**src/rtl/sira_pkg.sv**
```systemverilog
// Package for the signed integer to radix ASCII converter.
// Holds widths, character codes, the controller/datapath command and status
// types and the digit to character function. Depends on nothing.
`default_nettype none

package sira_pkg;

	localparam int VALUE_W       = 32;
	localparam int RADIX_W       = 6;
	localparam int CHAR_W        = 8;
	localparam int DIGIT_W       = 5;
	localparam int CNT_W         = $clog2(VALUE_W + 1);
	localparam int ADDR_W        = $clog2(VALUE_W);
	localparam int BITS_PER_STEP = 8;
	localparam int STEPS         = (VALUE_W + BITS_PER_STEP - 1) / BITS_PER_STEP;
	localparam int PAD_W         = STEPS * BITS_PER_STEP;
	localparam int STEP_W        = (STEPS > 1) ? $clog2(STEPS) : 1;

	localparam logic [RADIX_W-1:0] RADIX_MIN  = RADIX_W'(2);
	localparam logic [RADIX_W-1:0] RADIX_MAX  = RADIX_W'(32);
	localparam logic [RADIX_W-1:0] RADIX_SIGN = RADIX_W'(10);

	localparam logic [DIGIT_W-1:0] DIGIT_TEN  = DIGIT_W'(10);
	localparam logic [CHAR_W-1:0]  CHAR_ZERO  = CHAR_W'(48);
	localparam logic [CHAR_W-1:0]  CHAR_ALPHA = CHAR_W'(65);
	localparam logic [CHAR_W-1:0]  CHAR_MINUS = CHAR_W'(45);
	localparam logic [CHAR_W-1:0]  CHAR_NONE  = CHAR_W'(0);

	typedef struct packed {
		logic load_in;
		logic div_step;
		logic div_last;
		logic fix;
		logic rd_en;
		logic idx_dec;
		logic out_bad;
		logic out_sign;
		logic out_digit;
	} sira_cmd_t;

	typedef struct packed {
		logic bad_radix;
		logic q_zero;
		logic cnt_full;
		logic neg10;
		logic out_free;
		logic idx_zero;
	} sira_sts_t;

	function automatic logic [CHAR_W-1:0] digit_to_char(input logic [DIGIT_W-1:0] d);
		logic [CHAR_W-1:0] c;
		if (d >= DIGIT_TEN) begin
			c = CHAR_ALPHA + CHAR_W'(d) - CHAR_W'(DIGIT_TEN);
		end else begin
			c = CHAR_ZERO + CHAR_W'(d);
		end
		return c;
	endfunction

endpackage

`default_nettype wire

```
**src/rtl/sira_if.sv**
```systemverilog
// Valid/ready channel interfaces for the radix ASCII converter.
// One carries the value and radix in, the other the characters out; uses sira_pkg.
`default_nettype none

interface sira_in_if
	import sira_pkg::*;
();
	logic                       valid;
	logic                       ready;
	logic signed [VALUE_W-1:0]  number;
	logic        [RADIX_W-1:0]  radix;

	modport source (output valid, output number, output radix, input ready);
	modport sink   (input valid, input number, input radix, output ready);
endinterface

interface sira_out_if
	import sira_pkg::*;
();
	logic              valid;
	logic              ready;
	logic [CHAR_W-1:0] char_code;
	logic              last;
	logic              bad_radix;

	modport source (output valid, output char_code, output last, output bad_radix, input ready);
	modport sink   (input valid, input char_code, input last, input bad_radix, output ready);
endinterface

`default_nettype wire

```
**src/rtl/sira_ctrl.sv**
```systemverilog
// Controller state machine of the radix ASCII converter.
// Sequences division, zero fixup and character emission; uses sira_pkg.
`default_nettype none

module sira_ctrl
	import sira_pkg::*;
(
	input  wire logic      clk,
	input  wire logic      arst_n,
	input  wire logic      in_valid,
	output logic           in_ready,
	input  wire sira_sts_t sts,
	output sira_cmd_t      cmd
);

	localparam logic [3:0] S_IDLE  = 4'd0;
	localparam logic [3:0] S_DIGIT = 4'd1;
	localparam logic [3:0] S_DIV   = 4'd2;
	localparam logic [3:0] S_FIX   = 4'd3;
	localparam logic [3:0] S_BAD   = 4'd4;
	localparam logic [3:0] S_SIGN  = 4'd5;
	localparam logic [3:0] S_RD    = 4'd6;
	localparam logic [3:0] S_WR    = 4'd7;

	logic [3:0]        state_q, state_d;
	logic [STEP_W-1:0] step_q, step_d;

	always_comb begin
		state_d  = state_q;
		step_d   = step_q;
		cmd      = '0;
		in_ready = 1'b0;
		unique case (state_q)
			S_IDLE: begin
				in_ready = 1'b1;
				if (in_valid) begin
					cmd.load_in = 1'b1;
					state_d     = S_DIGIT;
				end
			end
			S_DIGIT: begin
				priority if (sts.bad_radix) begin
					state_d = S_BAD;
				end else if (sts.q_zero || sts.cnt_full) begin
					state_d = S_FIX;
				end else begin
					step_d  = '0;
					state_d = S_DIV;
				end
			end
			S_DIV: begin
				cmd.div_step = 1'b1;
				if (step_q == STEP_W'(STEPS - 1)) begin
					cmd.div_last = 1'b1;
					state_d      = S_DIGIT;
				end else begin
					step_d = step_q + 1'b1;
				end
			end
			S_FIX: begin
				cmd.fix = 1'b1;
				state_d = sts.neg10 ? S_SIGN : S_RD;
			end
			S_BAD: begin
				if (sts.out_free) begin
					cmd.out_bad = 1'b1;
					state_d     = S_IDLE;
				end
			end
			S_SIGN: begin
				if (sts.out_free) begin
					cmd.out_sign = 1'b1;
					state_d      = S_RD;
				end
			end
			S_RD: begin
				cmd.rd_en = 1'b1;
				state_d   = S_WR;
			end
			S_WR: begin
				if (sts.out_free) begin
					cmd.out_digit = 1'b1;
					if (sts.idx_zero) begin
						state_d = S_IDLE;
					end else begin
						cmd.idx_dec = 1'b1;
						state_d     = S_RD;
					end
				end
			end
			default: begin
				state_d = S_IDLE;
			end
		endcase
	end

	always_ff @(posedge clk or negedge arst_n) begin
		if (!arst_n) begin
			state_q <= S_IDLE;
			step_q  <= '0;
		end else begin
			state_q <= state_d;
			step_q  <= step_d;
		end
	end

endmodule

`default_nettype wire

```
**src/rtl/sira_dp.sv**
```systemverilog
// Datapath of the radix ASCII converter: magnitude, divider, digit store,
// emit index and output register. Driven by sira_ctrl; uses sira_pkg and sira_out_if.
`default_nettype none

module sira_dp
	import sira_pkg::*;
(
	input  wire logic                      clk,
	input  wire logic                      arst_n,
	input  wire logic signed [VALUE_W-1:0] number,
	input  wire logic        [RADIX_W-1:0] radix,
	input  wire sira_cmd_t                 cmd,
	output sira_sts_t                      sts,
	sira_out_if.source                     char_ch
);

	logic [RADIX_W-1:0] radix_q;
	logic               neg10_q;
	logic [PAD_W-1:0]   quot_q;
	logic [DIGIT_W-1:0] rem_q;
	logic [CNT_W-1:0]   cnt_q;
	logic [ADDR_W-1:0]  idx_q;
	logic [DIGIT_W-1:0] rd_q;
	logic [DIGIT_W-1:0] store [VALUE_W];

	logic               out_valid_q;
	logic [CHAR_W-1:0]  char_q;
	logic               last_q;
	logic               bad_q;

	logic [VALUE_W-1:0] mag;
	logic [PAD_W-1:0]   quot_nx;
	logic [DIGIT_W-1:0] rem_nx;
	logic [DIGIT_W:0]   part;
	logic               cnt_zero;
	logic               we;
	logic [ADDR_W-1:0]  wa;
	logic [DIGIT_W-1:0] wd;

	// The negation of the most negative value wraps to 2^(VALUE_W-1), which
	// is the true magnitude when read as unsigned.
	assign mag = number[VALUE_W-1] ? (~number + 1'b1) : number;

	always_comb begin
		part    = {1'b0, rem_q};
		quot_nx = quot_q << BITS_PER_STEP;
		for (int i = 0; i < BITS_PER_STEP; i++) begin
			part = {part[DIGIT_W-1:0], quot_q[PAD_W-1-i]};
			if (part >= radix_q) begin
				part = part - radix_q;
				quot_nx[BITS_PER_STEP-1-i] = 1'b1;
			end
		end
		rem_nx = part[DIGIT_W-1:0];
	end

	assign cnt_zero = (cnt_q == '0);
	assign we       = cmd.div_last || (cmd.fix && cnt_zero);
	assign wa       = cmd.fix ? '0 : cnt_q[ADDR_W-1:0];
	assign wd       = cmd.fix ? '0 : rem_nx;

	always_ff @(posedge clk) begin
		if (we) begin
			store[wa] <= wd;
		end
		if (cmd.rd_en) begin
			rd_q <= store[idx_q];
		end
	end

	always_ff @(posedge clk) begin
		if (cmd.load_in) begin
			radix_q <= radix;
			neg10_q <= number[VALUE_W-1] && (radix == RADIX_SIGN);
			quot_q  <= PAD_W'(mag);
			rem_q   <= '0;
		end else if (cmd.div_last) begin
			quot_q <= quot_nx;
			rem_q  <= '0;
		end else if (cmd.div_step) begin
			quot_q <= quot_nx;
			rem_q  <= rem_nx;
		end
		if (cmd.fix) begin
			idx_q <= cnt_zero ? '0 : ADDR_W'(cnt_q - 1'b1);
		end else if (cmd.idx_dec) begin
			idx_q <= idx_q - 1'b1;
		end
	end

	always_ff @(posedge clk or negedge arst_n) begin
		if (!arst_n) begin
			cnt_q <= '0;
		end else if (cmd.load_in) begin
			cnt_q <= '0;
		end else if (cmd.div_last || (cmd.fix && cnt_zero)) begin
			cnt_q <= cnt_q + 1'b1;
		end
	end

	always_ff @(posedge clk or negedge arst_n) begin
		if (!arst_n) begin
			out_valid_q <= 1'b0;
		end else if (cmd.out_bad || cmd.out_sign || cmd.out_digit) begin
			out_valid_q <= 1'b1;
		end else if (char_ch.ready) begin
			out_valid_q <= 1'b0;
		end
	end

	always_ff @(posedge clk) begin
		priority if (cmd.out_bad) begin
			char_q <= CHAR_NONE;
			last_q <= 1'b1;
			bad_q  <= 1'b1;
		end else if (cmd.out_sign) begin
			char_q <= CHAR_MINUS;
			last_q <= 1'b0;
			bad_q  <= 1'b0;
		end else if (cmd.out_digit) begin
			char_q <= digit_to_char(rd_q);
			last_q <= (idx_q == '0);
			bad_q  <= 1'b0;
		end else begin
			char_q <= char_q;
		end
	end

	assign char_ch.valid     = out_valid_q;
	assign char_ch.char_code = char_q;
	assign char_ch.last      = last_q;
	assign char_ch.bad_radix = bad_q;

	assign sts.bad_radix = (radix_q < RADIX_MIN) || (radix_q > RADIX_MAX);
	assign sts.q_zero    = (quot_q == '0);
	assign sts.cnt_full  = (cnt_q == CNT_W'(VALUE_W));
	assign sts.neg10     = neg10_q;
	assign sts.out_free  = !out_valid_q || char_ch.ready;
	assign sts.idx_zero  = (idx_q == '0);

	a_load_free: assert property (@(posedge clk) disable iff (!arst_n)
		(cmd.out_bad || cmd.out_sign || cmd.out_digit) |-> (!out_valid_q || char_ch.ready))
		else $error("Output register loaded while an item is still waiting.");

	a_load_one: assert property (@(posedge clk) disable iff (!arst_n)
		$onehot0({cmd.out_bad, cmd.out_sign, cmd.out_digit}))
		else $error("More than one output load in a cycle.");

	a_store_room: assert property (@(posedge clk) disable iff (!arst_n)
		cmd.div_last |-> (cnt_q < CNT_W'(VALUE_W)))
		else $error("Digit written beyond the end of the digit store.");

	a_bad_last: assert property (@(posedge clk) disable iff (!arst_n)
		(out_valid_q && bad_q) |-> (last_q && (char_q == CHAR_NONE)))
		else $error("Rejected radix item is not a single empty last item.");

endmodule

`default_nettype wire

```
**src/rtl/signed_int_to_radix_ascii.sv**
```systemverilog
// Top level of the signed integer to radix ASCII converter.
// Joins sira_ctrl and sira_dp to the channel interfaces of sira_if.sv; uses sira_pkg.
//
// Each input item carries a signed 32-bit value and a radix and produces one output
// item per ASCII character, most significant digit first, with last set on the
// final one. Digits above nine read 'A' to 'V'; a '-' leads only for a negative value
// in radix 10, other radixes print the magnitude, and the most negative value is
// converted as 2^31. Zero gives '0'. A radix outside 2 to 32 gives one item with
// char_code 0, last and bad_radix set. One item is converted at a time: the
// divider retires 8 quotient bits per cycle, and each digit character is read
// from the digit store, then loaded into the output register. The next input
// is accepted once the last character is loaded into the output register.
`default_nettype none

module signed_int_to_radix_ascii
	import sira_pkg::*;
(
	input  wire logic  clk,
	input  wire logic  arst_n,
	sira_in_if.sink    value_ch,
	sira_out_if.source char_ch
);

	sira_cmd_t cmd;
	sira_sts_t sts;

	sira_ctrl u_ctrl (
		.clk      (clk),
		.arst_n   (arst_n),
		.in_valid (value_ch.valid),
		.in_ready (value_ch.ready),
		.sts      (sts),
		.cmd      (cmd)
	);

	sira_dp u_dp (
		.clk     (clk),
		.arst_n  (arst_n),
		.number  (value_ch.number),
		.radix   (value_ch.radix),
		.cmd     (cmd),
		.sts     (sts),
		.char_ch (char_ch)
	);

endmodule

`default_nettype wire
```
**src/flat_wrapper.sv**
```systemverilog
// flat-port wrapper written by rule: the top's interface ports become plain ports
module signed_int_to_radix_ascii_flat import sira_pkg::*;
  (clk, arst_n, value_ch_valid, value_ch_number, value_ch_radix, value_ch_ready, char_ch_valid, char_ch_char_code, char_ch_last, char_ch_bad_radix, char_ch_ready);
  sira_in_if value_ch_i ();
  sira_out_if char_ch_i ();
  input  wire logic clk;
  input  wire logic arst_n;
  input wire logic [$bits(value_ch_i.valid)-1:0] value_ch_valid;
  input wire logic [$bits(value_ch_i.number)-1:0] value_ch_number;
  input wire logic [$bits(value_ch_i.radix)-1:0] value_ch_radix;
  output wire logic [$bits(value_ch_i.ready)-1:0] value_ch_ready;
  output wire logic [$bits(char_ch_i.valid)-1:0] char_ch_valid;
  output wire logic [$bits(char_ch_i.char_code)-1:0] char_ch_char_code;
  output wire logic [$bits(char_ch_i.last)-1:0] char_ch_last;
  output wire logic [$bits(char_ch_i.bad_radix)-1:0] char_ch_bad_radix;
  input wire logic [$bits(char_ch_i.ready)-1:0] char_ch_ready;
  assign value_ch_i.valid = value_ch_valid;
  assign value_ch_i.number = value_ch_number;
  assign value_ch_i.radix = value_ch_radix;
  assign value_ch_ready = value_ch_i.ready;
  assign char_ch_valid = char_ch_i.valid;
  assign char_ch_char_code = char_ch_i.char_code;
  assign char_ch_last = char_ch_i.last;
  assign char_ch_bad_radix = char_ch_i.bad_radix;
  assign char_ch_i.ready = char_ch_ready;
  signed_int_to_radix_ascii u_core (.clk(clk), .arst_n(arst_n), .value_ch(value_ch_i), .char_ch(char_ch_i));
endmodule
```
**config.mk**
```make
export PLATFORM = sky130hd
export DESIGN_NAME = signed_int_to_radix_ascii_flat
export DESIGN_NICKNAME = d
export VERILOG_FILES = /design/src/rtl/sira_pkg.sv /design/src/rtl/sira_if.sv /design/src/rtl/sira_ctrl.sv /design/src/rtl/sira_dp.sv /design/src/rtl/signed_int_to_radix_ascii.sv /design/src/flat_wrapper.sv
export SDC_FILE = /design/constraint.sdc
export NUM_CORES = 1
export LEC_CHECK = 0
export BUFFER_PORTS_ARGS = -buffer_cell sky130_fd_sc_hd__buf_2
export CORE_AREA = 2 2 183 185
export DETAILED_ROUTE_END_ITERATION = 7
export DIE_AREA = 0 0 185 187
export SETUP_SLACK_MARGIN = 0.02
export SYNTH_ARGS = -nofsm -noshare
export SYNTH_HDL_FRONTEND = slang
export SYNTH_HIERARCHICAL = 1
export SYNTH_SLANG_ARGS = --single-unit
```
**constraint.sdc**
```tcl
create_clock -name clk -period 21 [get_ports clk]
set_input_delay 2.1 -clock clk [delete_from_list [all_inputs] [get_ports clk]]
set_output_delay 2.1 -clock clk [all_outputs]
set_load 0.01 [all_outputs]
```
# Word level (Yosys, flattened, before mapping)

Memories as Yosys holds them, arrays and structs flattened. A register that Yosys moved wholly into a read port is not among the register bits.
Index checks and enable logic that the tools add are counted.

Register bits: 72
Memory bits (writable): 160
Input port bits: 42
Output and inout bits: 12
Memories: 1

Add/sub/neg operators: 16
Magnitude comparators: 11
Eq/ne operators: 18
Muxes and demuxes: 66
Bitwise operators: 1
Reductions and logical operators: 23

Memory list:

| name              | depth | bits a word | read ports | clocked after memory_dff | write ports | line          | text |
|---|---|---|---|---|---|---|---|
| u_core.u_dp.store | 32    | 5           | 1          | 1                        | 1           | sira_dp.sv:24 | `logic [DIGIT_W-1:0] store [VALUE_W];` |

Operators with widths:

| cell                                                 | count |
|---|---|
| two-way mux 32 bit                                   | 4 |
| two-way mux 5 bit                                    | 13 |
| >= comparator 6 bit                                  | 8 |
| subtractor 5 bit                                     | 8 |
| adder 32 x 1 -> 32 bit (second input constant)       | 1 |
| logical NOT 32 bit                                   | 1 |
| NOT 32 bit                                           | 1 |
| one-hot mux 4 bit (8 select lines)                   | 1 |
| two-way mux 1 bit                                    | 30 |
| two-way mux 6 bit                                    | 4 |
| two-way mux 4 bit                                    | 5 |
| equality test 4 x 3 -> 1 bit (second input constant) | 4 |
| two-way mux 2 bit                                    | 5 |
| != test 2 bit (second input constant)                | 5 |
| nonzero test 2 bit                                   | 5 |
| subtractor 5 x 1 -> 5 bit (second input constant)    | 2 |
| adder 7 x 5 -> 8 bit (first input constant)          | 1 |
| equality test 4 x 2 -> 1 bit (second input constant) | 2 |
| two-way mux 8 bit                                    | 1 |
| subtractor 8 x 4 -> 8 bit (second input constant)    | 1 |
| adder 6 x 5 -> 7 bit (first input constant)          | 1 |
| adder 6 x 1 -> 6 bit (second input constant)         | 1 |
| equality test 6 x 4 -> 1 bit (second input constant) | 1 |
| equality test 6 bit (second input constant)          | 1 |
| other kinds (19)                                     | 29 |

# Longest topological paths before layout

Gate-level depths: netlist of the first run.

Word-level depth: 19
Depth in mapped cells: 56
Mapped depth without buffers: 55

# Modules after synthesis

Netlist of the first run, hierarchy kept.

By module, submodules not included:

| module    | times used | cells each | area each (µm²) |
|---|---|---|---|
| sira_dp   | 1          | 977        | 12,434.4 |
| sira_ctrl | 1          | 55         | 446.7 |

# Worst setup path after synthesis of the first run

No wires, ideal clock.

Path kind: register to register
Start: register u_core.u_dp.radix_q[1]
End: memory u_core.u_dp.store[0][4] (data pin)
Setup time: 0.445 ns
Data arrival time: 13.653 ns
Required time: 20.555 ns
Path slack: 6.902 ns
Stages on the path, launching flop included: 50
Buffers on the path: 2
Period minus slack after synthesis: 14.098 ns
Path through: edfxtp_1 inv_1 fa_1 a211o_1 o211ai_1 a21boi_0 nor2_1 mux2i_1 inv_1 ha_1 and3_1 a31oi_1 a31o_2 mux2_2 fa_1 nor2b_1 o31a_1 o31a_1 (+14 left out) and3_1 a31oi_2 a31oi_4 o31ai_2 ha_1 nor2b_1 o31ai_1 a31o_1 buf_2 mux2i_1 inv_1 fa_1 nand2b_1 a21oi_1 o221a_2 clkbuf_1 mux2_2 nor3_1

Longest elaborated chain between the ends: 17
Elaborated cells on any way between the ends: 25
Classes of those cells: 8 x add/sub; 8 x order compare; 9 x mux

Ends and longest elaborated chain:

| element                                                        | line                         | text |
|---|---|---|
| start: declaration                                             | sira_dp.sv:17                | `logic [RADIX_W-1:0] radix_q;` |
| start signal: assignment                                       | sira_dp.sv:73                | `radix_q <= radix;` |
| subtractor 5 bit / >= comparator 6 bit (equally long branches) | sira_dp.sv:50, sira_dp.sv:49 |  |
| two-way mux 5 bit                                              | sira_dp.sv:49                | `if (part >= radix_q) begin` |
| subtractor 5 bit / >= comparator 6 bit (equally long branches) | sira_dp.sv:50, sira_dp.sv:49 |  |
| two-way mux 5 bit                                              | sira_dp.sv:49                |  |
| subtractor 5 bit / >= comparator 6 bit (equally long branches) | sira_dp.sv:50, sira_dp.sv:49 |  |
| two-way mux 5 bit                                              | sira_dp.sv:49                |  |
| subtractor 5 bit / >= comparator 6 bit (equally long branches) | sira_dp.sv:50, sira_dp.sv:49 |  |
| two-way mux 5 bit                                              | sira_dp.sv:49                |  |
| (+2 left out)                                                  | -                            |  |
| subtractor 5 bit / >= comparator 6 bit (equally long branches) | sira_dp.sv:50, sira_dp.sv:49 |  |
| two-way mux 5 bit                                              | sira_dp.sv:49                |  |
| subtractor 5 bit / >= comparator 6 bit (equally long branches) | sira_dp.sv:50, sira_dp.sv:49 |  |
| two-way mux 5 bit                                              | sira_dp.sv:49                |  |
| subtractor 5 bit / >= comparator 6 bit (equally long branches) | sira_dp.sv:50, sira_dp.sv:49 |  |
| two-way mux 5 bit *                                            | sira_dp.sv:49                |  |
| two-way mux 5 bit *                                            | sira_dp.sv:60                | `assign wd = cmd.fix ? '0 : rem_nx;` |
| net u_core.u_dp.wd[4]                                          | sira_dp.sv:38                | `logic [DIGIT_W-1:0] wd;` |
| end: declaration                                               | sira_dp.sv:24                |  |

The timed path passes the listed nets; every way through them passes the cells marked *.

# Final worst setup path of the first run

Start: register u_core.u_dp.radix_q[1]
End: memory u_core.u_dp.store[27][0] (data pin)

Longest elaborated chain between the ends: 17
Elaborated cells on any way between the ends: 24
Classes of those cells: 7 x add/sub; 8 x order compare; 9 x mux

Ends and longest elaborated chain:

| element                                                        | line |
|---|---|
| subtractor 5 bit / >= comparator 6 bit (equally long branches) | sira_dp.sv:50, sira_dp.sv:49 |
| two-way mux 5 bit                                              | sira_dp.sv:49 |
| subtractor 5 bit / >= comparator 6 bit (equally long branches) | sira_dp.sv:50, sira_dp.sv:49 |
| two-way mux 5 bit                                              | sira_dp.sv:49 |
| subtractor 5 bit / >= comparator 6 bit (equally long branches) | sira_dp.sv:50, sira_dp.sv:49 |
| two-way mux 5 bit                                              | sira_dp.sv:49 |
| subtractor 5 bit / >= comparator 6 bit (equally long branches) | sira_dp.sv:50, sira_dp.sv:49 |
| two-way mux 5 bit                                              | sira_dp.sv:49 |
| (+2 left out)                                                  | - |
| subtractor 5 bit / >= comparator 6 bit (equally long branches) | sira_dp.sv:50, sira_dp.sv:49 |
| two-way mux 5 bit                                              | sira_dp.sv:49 |
| subtractor 5 bit / >= comparator 6 bit (equally long branches) | sira_dp.sv:50, sira_dp.sv:49 |
| two-way mux 5 bit                                              | sira_dp.sv:49 |
| >= comparator 6 bit *                                          | sira_dp.sv:49 |
| two-way mux 5 bit *                                            | sira_dp.sv:49 |
| two-way mux 5 bit *                                            | sira_dp.sv:60 |
| net u_core.u_dp.wd[0]                                          | sira_dp.sv:38 |

Marks and branches as above.

==> metrics.txt, run 1 <==
EDFF count, synth 209; CP required 21.16 ns; RSZ-0062 raised after global routing no; antenna violations before repair 0; simple-gate share of the synthesized area 11.5%; cell family with most CP delay compound AO/OA/AOI/OAI gates; outcome finished, final reports clean; Post-CTS Resized 0; Top FF cell, synth edfxtp_1; final setup TNS 0 ns; WP buf/inv 4; wire length on met2 14,000 um; Peak Freq 65.2 MHz; post-synthesis xor/xnor area fraction 3.94%; DR DRC count 0; crit path kind register to register; layout net count 1,183; area taken by multi-input logic gates 5670 um2; row cnt 67; first-pass GRT wire length 45,900 um; Top Metal Used met4; Seq/Total Area, Yosys 53.2%; Layout Skew 0.0237 ns; Skew-Pair Late Insertion Delay 0.53 ns; sequential cell area 6860 um2; H-Tree Depth 1; Die Y 187 um; DIE WIDTH 185 um; wl on met1 13,100 um; Core Footprint 32,900 um2; CP Capture Type register; fillers 3,102; share of cells above drive strength 1 16.8%; I/O pins 54; CTS tree built; YS warnings 6; clock buffer depth 3; Port-buffer cells 52; synthesized flop and latch total 235; proportion of synthesized area in mux cells 11.0%; Final Cycle Share 73.0%; Post-Synth Adder-Cell Area 6.78%; crit path max fanout 32; FFs w/ async S/R, synth 5.11%; number of global-route vias before repair 8,393; largest net degree at the start of global routing 79; worst endpoint data arrival time 15.49 ns; vias per cell 5.41; WL per Instance 18.9 um; Worst-path clk slew 0.06 ns; area of the mapped netlist 12,900 um2; drt first pass iters 5; syn nets 1,139; Post-CTS Hold Fix Bufs 0; Syn Inst Count 1,032; Avg Synthesized Cell Area 12.5 um2; total CTS buffers 25; clock sink count 235; final number of hold-violating endpoints 0; dpl ws 5.75 ns; max_cap viols 0; post-synthesis compound-gate area fraction 10.7%; Final min period 15.33 ns; Rel. slew slack 21.0%; Final Wtd Congestion 0.872; # Post-CTS Setup Buffers 0; Final WS setup 5.67 ns; Overflow after GRT 0; worst-margin pin slew 1.18 ns; die area 34,600 um2; Setup Viol. Count Final 0; Detailed Place HPWL 20,300 um; remaining antenna violation count 0; DRT iter0 DRCs 680; Yosys cell types 83; largest family of logic cells by synthesized area simple AND/OR/NAND/NOR gates; crit start category register; Final Routed Wirelength 29,100 um; critical path's slowest cell and2_1; CP peak stage delay 0.87 ns; P&R area growth vs syn 11.8%; gr usage total 16.9%; max-slew violation count 0; Diodes inserted 0; Min-Delay Path Class register to register; initial core utilization 39.2%; Via Count 8,347; met3 WL 1200 um; clock tree root driver cell clkbuf_16
-- cell usage in the layout (no fill, tap or decap), types with 8 or more instances in the layout --
cell type  netlist  routed
a21o_1           9       9
a21oi_1         65      65
buf_2            7      52
buf_4            2       9
clkbuf_1        32      12
clkbuf_16        0      25
dfrtp_1         12      12
dfxtp_1         14      14
edfxtp_1       209     209
fa_1             8       8
ha_1            57      57
inv_1           47      47
mux2_2          12      12
mux2i_1         15      15
mux4_2          50      50
nand2_1         61      61
nand2b_1        12      12
nand3_1         10      10
nor2_1         115     114
nor2b_1         12      12
nor3_1          20      18
nor4_1          14      14
o21a_1           8       8
o21ai_0         33      33
o31ai_1         14      14
or3_1           14      14
xnor2_1         21      21
xor2_1          37      37
-- path summary, 6_finish.rpt --
path                                                   from                               end  slack (ns)  depth (start not counted)
setup / recovery                     u_core/u_dp/radix_q[1]          u_core/u_dp/store[27][0]        5.67                         47
hold / removal             u_core/u_dp/char_ch.char_code[4]  u_core/u_dp/char_ch.char_code[4]        0.49                          2
min in group asynchronous                            arst_n              u_core/u_dp/cnt_q[5]        1.45                          1
hold reg to reg            u_core/u_dp/char_ch.char_code[4]  u_core/u_dp/char_ch.char_code[4]        0.49                          2
max in group asynchronous                            arst_n              u_core/u_dp/cnt_q[0]       19.32                          1
setup reg to reg                     u_core/u_dp/radix_q[1]          u_core/u_dp/store[27][0]        5.67                         47
-- logic make-up (layout without fill, tap and decap cells) --
kind of cell / count (synthesis) / in the layout
buffers and inverters: 92 / 155
other: 1 / 1
adders and majority gates: 65 / 65
AOI/OAI and AO/OA: 201 / 201
muxes: 77 / 77
and+or+nand+nor: 303 / 303
xor gates and xnor gates: 58 / 58
DFF: 235 / 235
-- cell usage after synthesis (4+ instances only) --
library cell | count | area, um2
and3_1 | 5 | 31.3
o31ai_1 | 14 | 105
mux2i_1 | 15 | 150
edfxtp_1 | 209 | 6280
dfrtp_1 | 12 | 300
inv_1 | 47 | 176
a31oi_1 | 7 | 43.8
or3_1 | 14 | 87.6
o22ai_1 | 4 | 25.0
nand2b_1 | 12 | 75.1
fa_1 | 8 | 160
nor2b_1 | 12 | 75.1
o21a_1 | 8 | 60.1
nand4_1 | 7 | 43.8
mux4_2 | 50 | 1130
a211o_1 | 4 | 35.0
clkbuf_1 | 32 | 120
nand2_1 | 61 | 229
nor3b_1 | 5 | 37.5
nor2_1 | 115 | 432
o21ai_1 | 4 | 20.0
o21ai_0 | 33 | 165
and2_1 | 4 | 25.0
ha_1 | 57 | 713
xor2_1 | 37 | 324
a21oi_1 | 65 | 325
buf_2 | 7 | 35.0
nor4b_1 | 5 | 43.8
mux2_2 | 12 | 135
a21o_1 | 9 | 67.6
nor4_1 | 14 | 87.6
nand3_1 | 10 | 50.1
dfxtp_1 | 14 | 280
nor3_1 | 20 | 100
xnor2_1 | 21 | 184
-- flip-flops by register name, indices dropped and copies added (netlist names) --
register,count
u_core/u_ctrl/state_q,3
u_core/u_ctrl/step_q,2
u_core/u_dp/char_ch.bad_radix,1
u_core/u_dp/char_ch.char_code,7
u_core/u_dp/char_ch.last,1
u_core/u_dp/char_ch.valid,1
u_core/u_dp/cnt_q,6
u_core/u_dp/idx_q,5
u_core/u_dp/neg10_q,1
u_core/u_dp/quot_q,32
u_core/u_dp/radix_q,6
u_core/u_dp/rd_q,5
u_core/u_dp/rem_q,5
u_core/u_dp/store,160
-- metrics by stage --
stage / cells / hold slack, ns / area [um2] / utilization [%]
final: 1543 / 0.486 / 14400 / 43.8
after global routing: 1543 / 0.510 / 14400 / 43.8
after CTS: 1543 / 0.491 / 14400 / 43.8
after detailed placement: 1497 / 0.478 / 13600 / 41.4
after global placement: 1497 / 0.483 / 13600 / 41.4
after floorplan: 1032 / 0.456 / 12900 / -
-- routing by layer --
| layer | vias to the layer above | global-route usage, % |
|---|---|---|
| met3 | 52 | 2.16 |
| met5 | - | 0 |
| met1 | 4098 | 22.7 |
| met2 | 194 | 28.7 |
| met4 | 0 | 4.73 |
| li1 | 4003 | - |
-- worst register-to-register path, delay by kind of cell (launching register included) --
family | cells | cell delay (ns)
simple gates | 11 | 2.51
buf+inv | 4 | 0.69
fa+ha+maj | 8 | 3.23
flops | 1 | 0.79
compound gates | 19 | 5.81
mux | 5 | 1.92
-- final cells by class --
| cell class | count | area share (%) |
|---|---|---|
| multi-input combinational | 705 | 39.4 |
| inverter | 48 | 1.25 |
| tap | 448 | 3.89 |
| clock inverter | 5 | 0.547 |
| timing repair buffer | 61 | 2.28 |
| sequential | 235 | 47.6 |
| clock buffer | 41 | 5.04 |
Power of run 1 is not shown: default switching activity piles up to over one toggle a cycle in this logic, so the estimate is an artifact.
==> run 2: changes to the inputs <==
==> constraint.sdc (replaced) <==
create_clock -name clk -period 13.2 [get_ports clk]
set_input_delay 1.32 -clock clk [delete_from_list [all_inputs] [get_ports clk]]
set_output_delay 1.32 -clock clk [all_outputs]
set_load 0.01 [all_outputs]
==> metrics.txt, run 2 (synthesis results as in run 1) <==
RR Endpoint u_core/u_dp/store[8][4]; P&R area growth vs syn 16.0%; end point of the worst hold path u_core/u_dp/char_ch.char_code[4]; drt first pass iters 5; crit path max fanout 16; layout net count 1,229; most used routing layer met2; Min-Delay Path Class register to register; clock sink count 235; Core Footprint 32,900 um2; DP Area 13,800 um2; Rel. slew slack 37.5%; CTS tree built; critical path's slowest cell or3_1; Final min period 12.71 ns; share of cells above drive strength 1 22.3%; hold_ws 0.483 ns; most frequent cells in the layout edfxtp_1, nor2_1, nand2_1, a21oi_1, ha_1; Detailed Place HPWL 21,200 um; Final Routed Wirelength 30,600 um; final number of hold-violating endpoints 0; DRT iter0 DRCs 677; Global Route met3 Usage 2.28%; Peak Freq 78.7 MHz; initial core utilization 39.2%; first-pass GRT wire length 47,100 um; largest reg by FF count u_core/u_dp/store; Overflow after GRT 0; total CTS buffers 25; reg2reg start u_core/u_dp/quot_q[31]; vias per cell 5.49; Die Y 187 um; Worst-path clk slew 0.06 ns; CP required 13.48 ns; Skew-Pair Late Insertion Delay 0.53 ns; dpl cells 1,525; max reg flops 160; Diodes inserted 0; max-slew violation count 0; CP peak stage delay 0.46 ns; hold path start u_core/u_dp/char_ch.char_code[4]; most used cell, CP ha_1; outcome finished, final reports clean; DIE WIDTH 185 um; worst-margin pin slew 0.937 ns; Port-buffer cells 52; most common cell after layout, fill and taps aside edfxtp_1; Finished Layout Cells 1,589; Design Area, Final 14,900 um2; worst reg-to-reg setup slack 0.49 ns; GR Layer Usage met2 28.5%; GR Util met1 24.2%; cell depth of the worst hold path 2; crit start category register; I/O pins 54; number of global-route vias before repair 8,468; gr usage total 17.3%; clock tree root driver cell clkbuf_16; crit path kind register to register; max_cap viols 0; H-Tree Depth 1; Post-CTS Hold Fix Bufs 0; CP Capture Type register; DR DRC count 0; Final Wtd Congestion 0.882; clock buffer depth 3; Final Cycle Share 96.3%; Via Count 8,717; largest net degree at the start of global routing 79; antenna violations before repair 1; row cnt 67; R2R cell count 56; die area 34,600 um2; remaining antenna violation count 0; Setup Viol. Count Final 0; WL per Instance 19.2 um; worst endpoint data arrival time 12.99 ns; Layout Skew 0.0124 ns
[run 2: cell types whose count changed in the layout (fill, tap and decap cells not counted), sizes merged, moves of 2 or more]
cell,delta
clkinv,+10
inv,+2
clkbuf,-13
buf,+43
[run 2: routing by layer]
metal,vias up,routed length [um],share of wire (%)
li1,4104,-,-
met1,4301,13500,44
met2,261,14700,48
met3,49,1730,5.7
met4,2,607,2.0
met5,-,13,0.043
[run 2: cell type report]
type	count	area [um2]
well taps	448	561
clock buffers	28	637
clock inverters	18	161
inverters	48	180
flip-flops and latches	235	6860
multi-input cells	708	5860
fillers	3038	17900
repair buffers	104	692
[run 2: per-stage QoR]
| stage | worst slack [ns] | utilization [%] | setup TNS [ns] |
|---|---|---|---|
| 2_1_floorplan | 0.0360 | - | 0 |
| 6_report | 0.489 | 45.5 | 0 |
| 3_3_place_gp | 0.151 | 42.1 | 0 |
| 3_5_place_dp | -0.243 | 42.1 | -10.74 |
| 4_1_cts | 0.122 | 44.5 | 0 |
| 5_1_grt | -0.0568 | 45.5 | -1.65 |
[run 2: worst max path at each step]
| stage | from | endpoint | cells past startpoint | slack [ns] |
|---|---|---|---|---|
| after floorplan | u_core/u_dp/radix_q[1] | u_core/u_dp/store[0][1] | 49 | 0.04 |
| after global placement | u_core/u_dp/quot_q[31] | u_core/u_dp/store[0][4] | 48 | 0.15 |
| after detailed placement | u_core/u_dp/quot_q[31] | u_core/u_dp/store[0][4] | 49 | -0.24 |
| after CTS | u_core/u_dp/quot_q[31] | u_core/u_dp/store[31][4] | 49 | 0.12 |
| after global routing | u_core/u_dp/quot_q[31] | u_core/u_dp/store[16][4] | 53 | -0.06 |
| final | u_core/u_dp/quot_q[31] | u_core/u_dp/store[8][4] | 56 | 0.49 |
[run 2: repair_timing]
item,in CTS,in global routing
resized for setup,2,28
endpoints found under the setup margin,64,165
pin swaps,1,14
setup buffers,0,15
gates cloned,1,2
[run 2: critical path, delay by kind of cell (launching register included)]
| kind | cells | cell delay [ns] |
|---|---|---|
| DFF | 1 | 0.41 |
| adders and majority gates | 9 | 2.98 |
| and+or+nand+nor | 11 | 1.72 |
| AOI/OAI and AO/OA | 24 | 5.32 |
| buffers and inverters | 10 | 1.34 |
| muxes | 2 | 0.66 |
Power of run 2 is left out for the same reason.
==> run 3: changes to the inputs <==
--- a/config.mk
+++ b/config.mk
@@ -6,9 +6,12 @@
 export NUM_CORES = 1
 export LEC_CHECK = 0
 export BUFFER_PORTS_ARGS = -buffer_cell sky130_fd_sc_hd__buf_2
+export CELL_PAD_IN_SITES_DETAIL_PLACEMENT = 1
+export CELL_PAD_IN_SITES_GLOBAL_PLACEMENT = 1
 export CORE_AREA = 2 2 183 185
 export DETAILED_ROUTE_END_ITERATION = 7
 export DIE_AREA = 0 0 185 187
+export PLACE_DENSITY_LB_ADDON = 0.1
 export SETUP_SLACK_MARGIN = 0.02
 export SYNTH_ARGS = -nofsm -noshare
 export SYNTH_HDL_FRONTEND = slang
==> metrics.txt, run 3 (synthesis results as in run 1) <==
Worst-path clk slew 0.06 ns; Core Footprint 32,900 um2; worst endpoint data arrival time 12.89 ns; first-pass GRT wire length 53,200 um; Setup Viol. Count Final 0; critical path's slowest cell fa_1; crit path kind register to register; R2R cell count 54; Final Routed Wirelength 33,800 um; drt first pass iters 4; I/O pins 54; hold_ws 0.485 ns; most frequent cells in the layout edfxtp_1, nor2_1, a21oi_1, nand2_1, ha_1; Port-buffer cells 52; Die Y 187 um; final number of hold-violating endpoints 0; CP startpoint u_core/u_dp/quot_q[31]; worst reg-to-reg setup slack 0.59 ns; crit path max fanout 16; WL per Instance 21.2 um; cell depth of the worst hold path 1; max-slew violation count 0; Skew-Pair Late Insertion Delay 0.55 ns; RSZ-0062 raised after global routing yes; reg2reg start u_core/u_dp/quot_q[31]; Final Wtd Congestion 0.827; Detailed Place HPWL 23,500 um; Worst Setup EP u_core/u_dp/store[30][3]; sequential cell area 6860 um2; Peak Freq 79.3 MHz; total CTS buffers 27; outcome finished, final reports clean; die area 34,600 um2; DRT iter0 DRCs 438; crit start category register; clock buffer depth 3; Min-Delay Path Class register to register; CP required 13.48 ns; CTS tree built; Via Count 8,737; Rel. slew slack 24.5%; clock tree root driver cell clkbuf_16; worst-margin pin slew 1.13 ns; gr usage total 19.8%; DIE WIDTH 185 um; CP peak stage delay 0.45 ns; layout net count 1,234; antenna violations before repair 0; Diodes inserted 0; area taken by multi-input logic gates 5870 um2; P&R area growth vs syn 17.3%; row cnt 67; largest net degree at the start of global routing 79; share of cells above drive strength 1 22.9%; initial core utilization 39.2%; number of global-route vias before repair 9,103; most common cell after layout, fill and taps aside edfxtp_1; Final min period 12.61 ns; RR Endpoint u_core/u_dp/store[30][3]; post-layout util 46.0%; H-Tree Depth 1; Layout Skew 0.0161 ns; Final Cycle Share 95.6%; fillers 3,447; max reg flops 160; CP Capture Type register; largest reg by FF count u_core/u_dp/store; remaining antenna violation count 0; clock sink count 235; Overflow after GRT 0; DR DRC count 0; max_cap viols 0; vias per cell 5.48
run 3: worst min path at each step:
stage	start	to	slack (ns)
after global placement	u_core/u_dp/char_ch.char_code[4]	u_core/u_dp/char_ch.char_code[4]	0.47
after CTS	u_core/u_dp/char_ch.char_code[4]	u_core/u_dp/char_ch.char_code[4]	0.49
after detailed placement	u_core/u_dp/char_ch.char_code[4]	u_core/u_dp/char_ch.char_code[4]	0.47
after floorplan	u_core/u_dp/rem_q[1]	u_core/u_dp/rem_q[1]	0.46
final	u_core/u_dp/char_ch.bad_radix	u_core/u_dp/char_ch.bad_radix	0.49
after global routing	u_core/u_dp/char_ch.bad_radix	u_core/u_dp/char_ch.bad_radix	0.51
run 3: routing by layer:
metal | vias to the layer above | track usage (%) | part of all wire [%]
met1 | 4431 | 29.9 | 49
li1 | 4121 | - | -
met4 | 0 | 4.15 | 1.7
met5 | - | 0 | 0
met2 | 142 | 30.4 | 45
met3 | 43 | 2.96 | 4.0
run 3: repair_timing:
| action | 4_1_cts | 5_1_grt |
|---|---|---|
| endpoints found under the setup margin | 96 | 166 |
| pin swaps | 2 | 13 |
| gates cloned | 1 | 1 |
| hold buffers | 0 | 0 |
| gates resized for setup | 6 | 30 |
| buffers inserted | 3 | 18 |
run 3: critical path: cells and delay by family, from the launching register on:
family	cells	cell delay [ns]
flip-flops	1	0.42
AND/OR/NAND/NOR	10	1.86
buffers and inverters	11	1.58
multiplexers	2	0.65
adder cells (fa/ha/maj)	9	2.90
AO/OA/AOI/OAI	22	4.89
run 3: final cells by class:
cell class	count	share of cell area, %
Inverter	48	1.19
Multi-Input combinational cell	707	38.9
Clock buffer	28	4.50
Clock inverter	21	1.44
Sequential cell	235	45.4
Tap cell	448	3.71
Timing Repair Buffer	108	4.91
run 3: per-stage QoR:
stage                     setup TNS (ns)  std cells  setup slack (ns)  area (um2)
after global placement             -2.58       1523           -0.0468       13800
after global routing               -3.07       1595           -0.0466       15100
after CTS                              0       1576            0.0200       14800
after floorplan                        0       1032            0.0360       12900
final                                  0       1595             0.586       15100
after detailed placement          -40.21       1523            -0.547       13800
Power of run 3 is left out for the same reason.
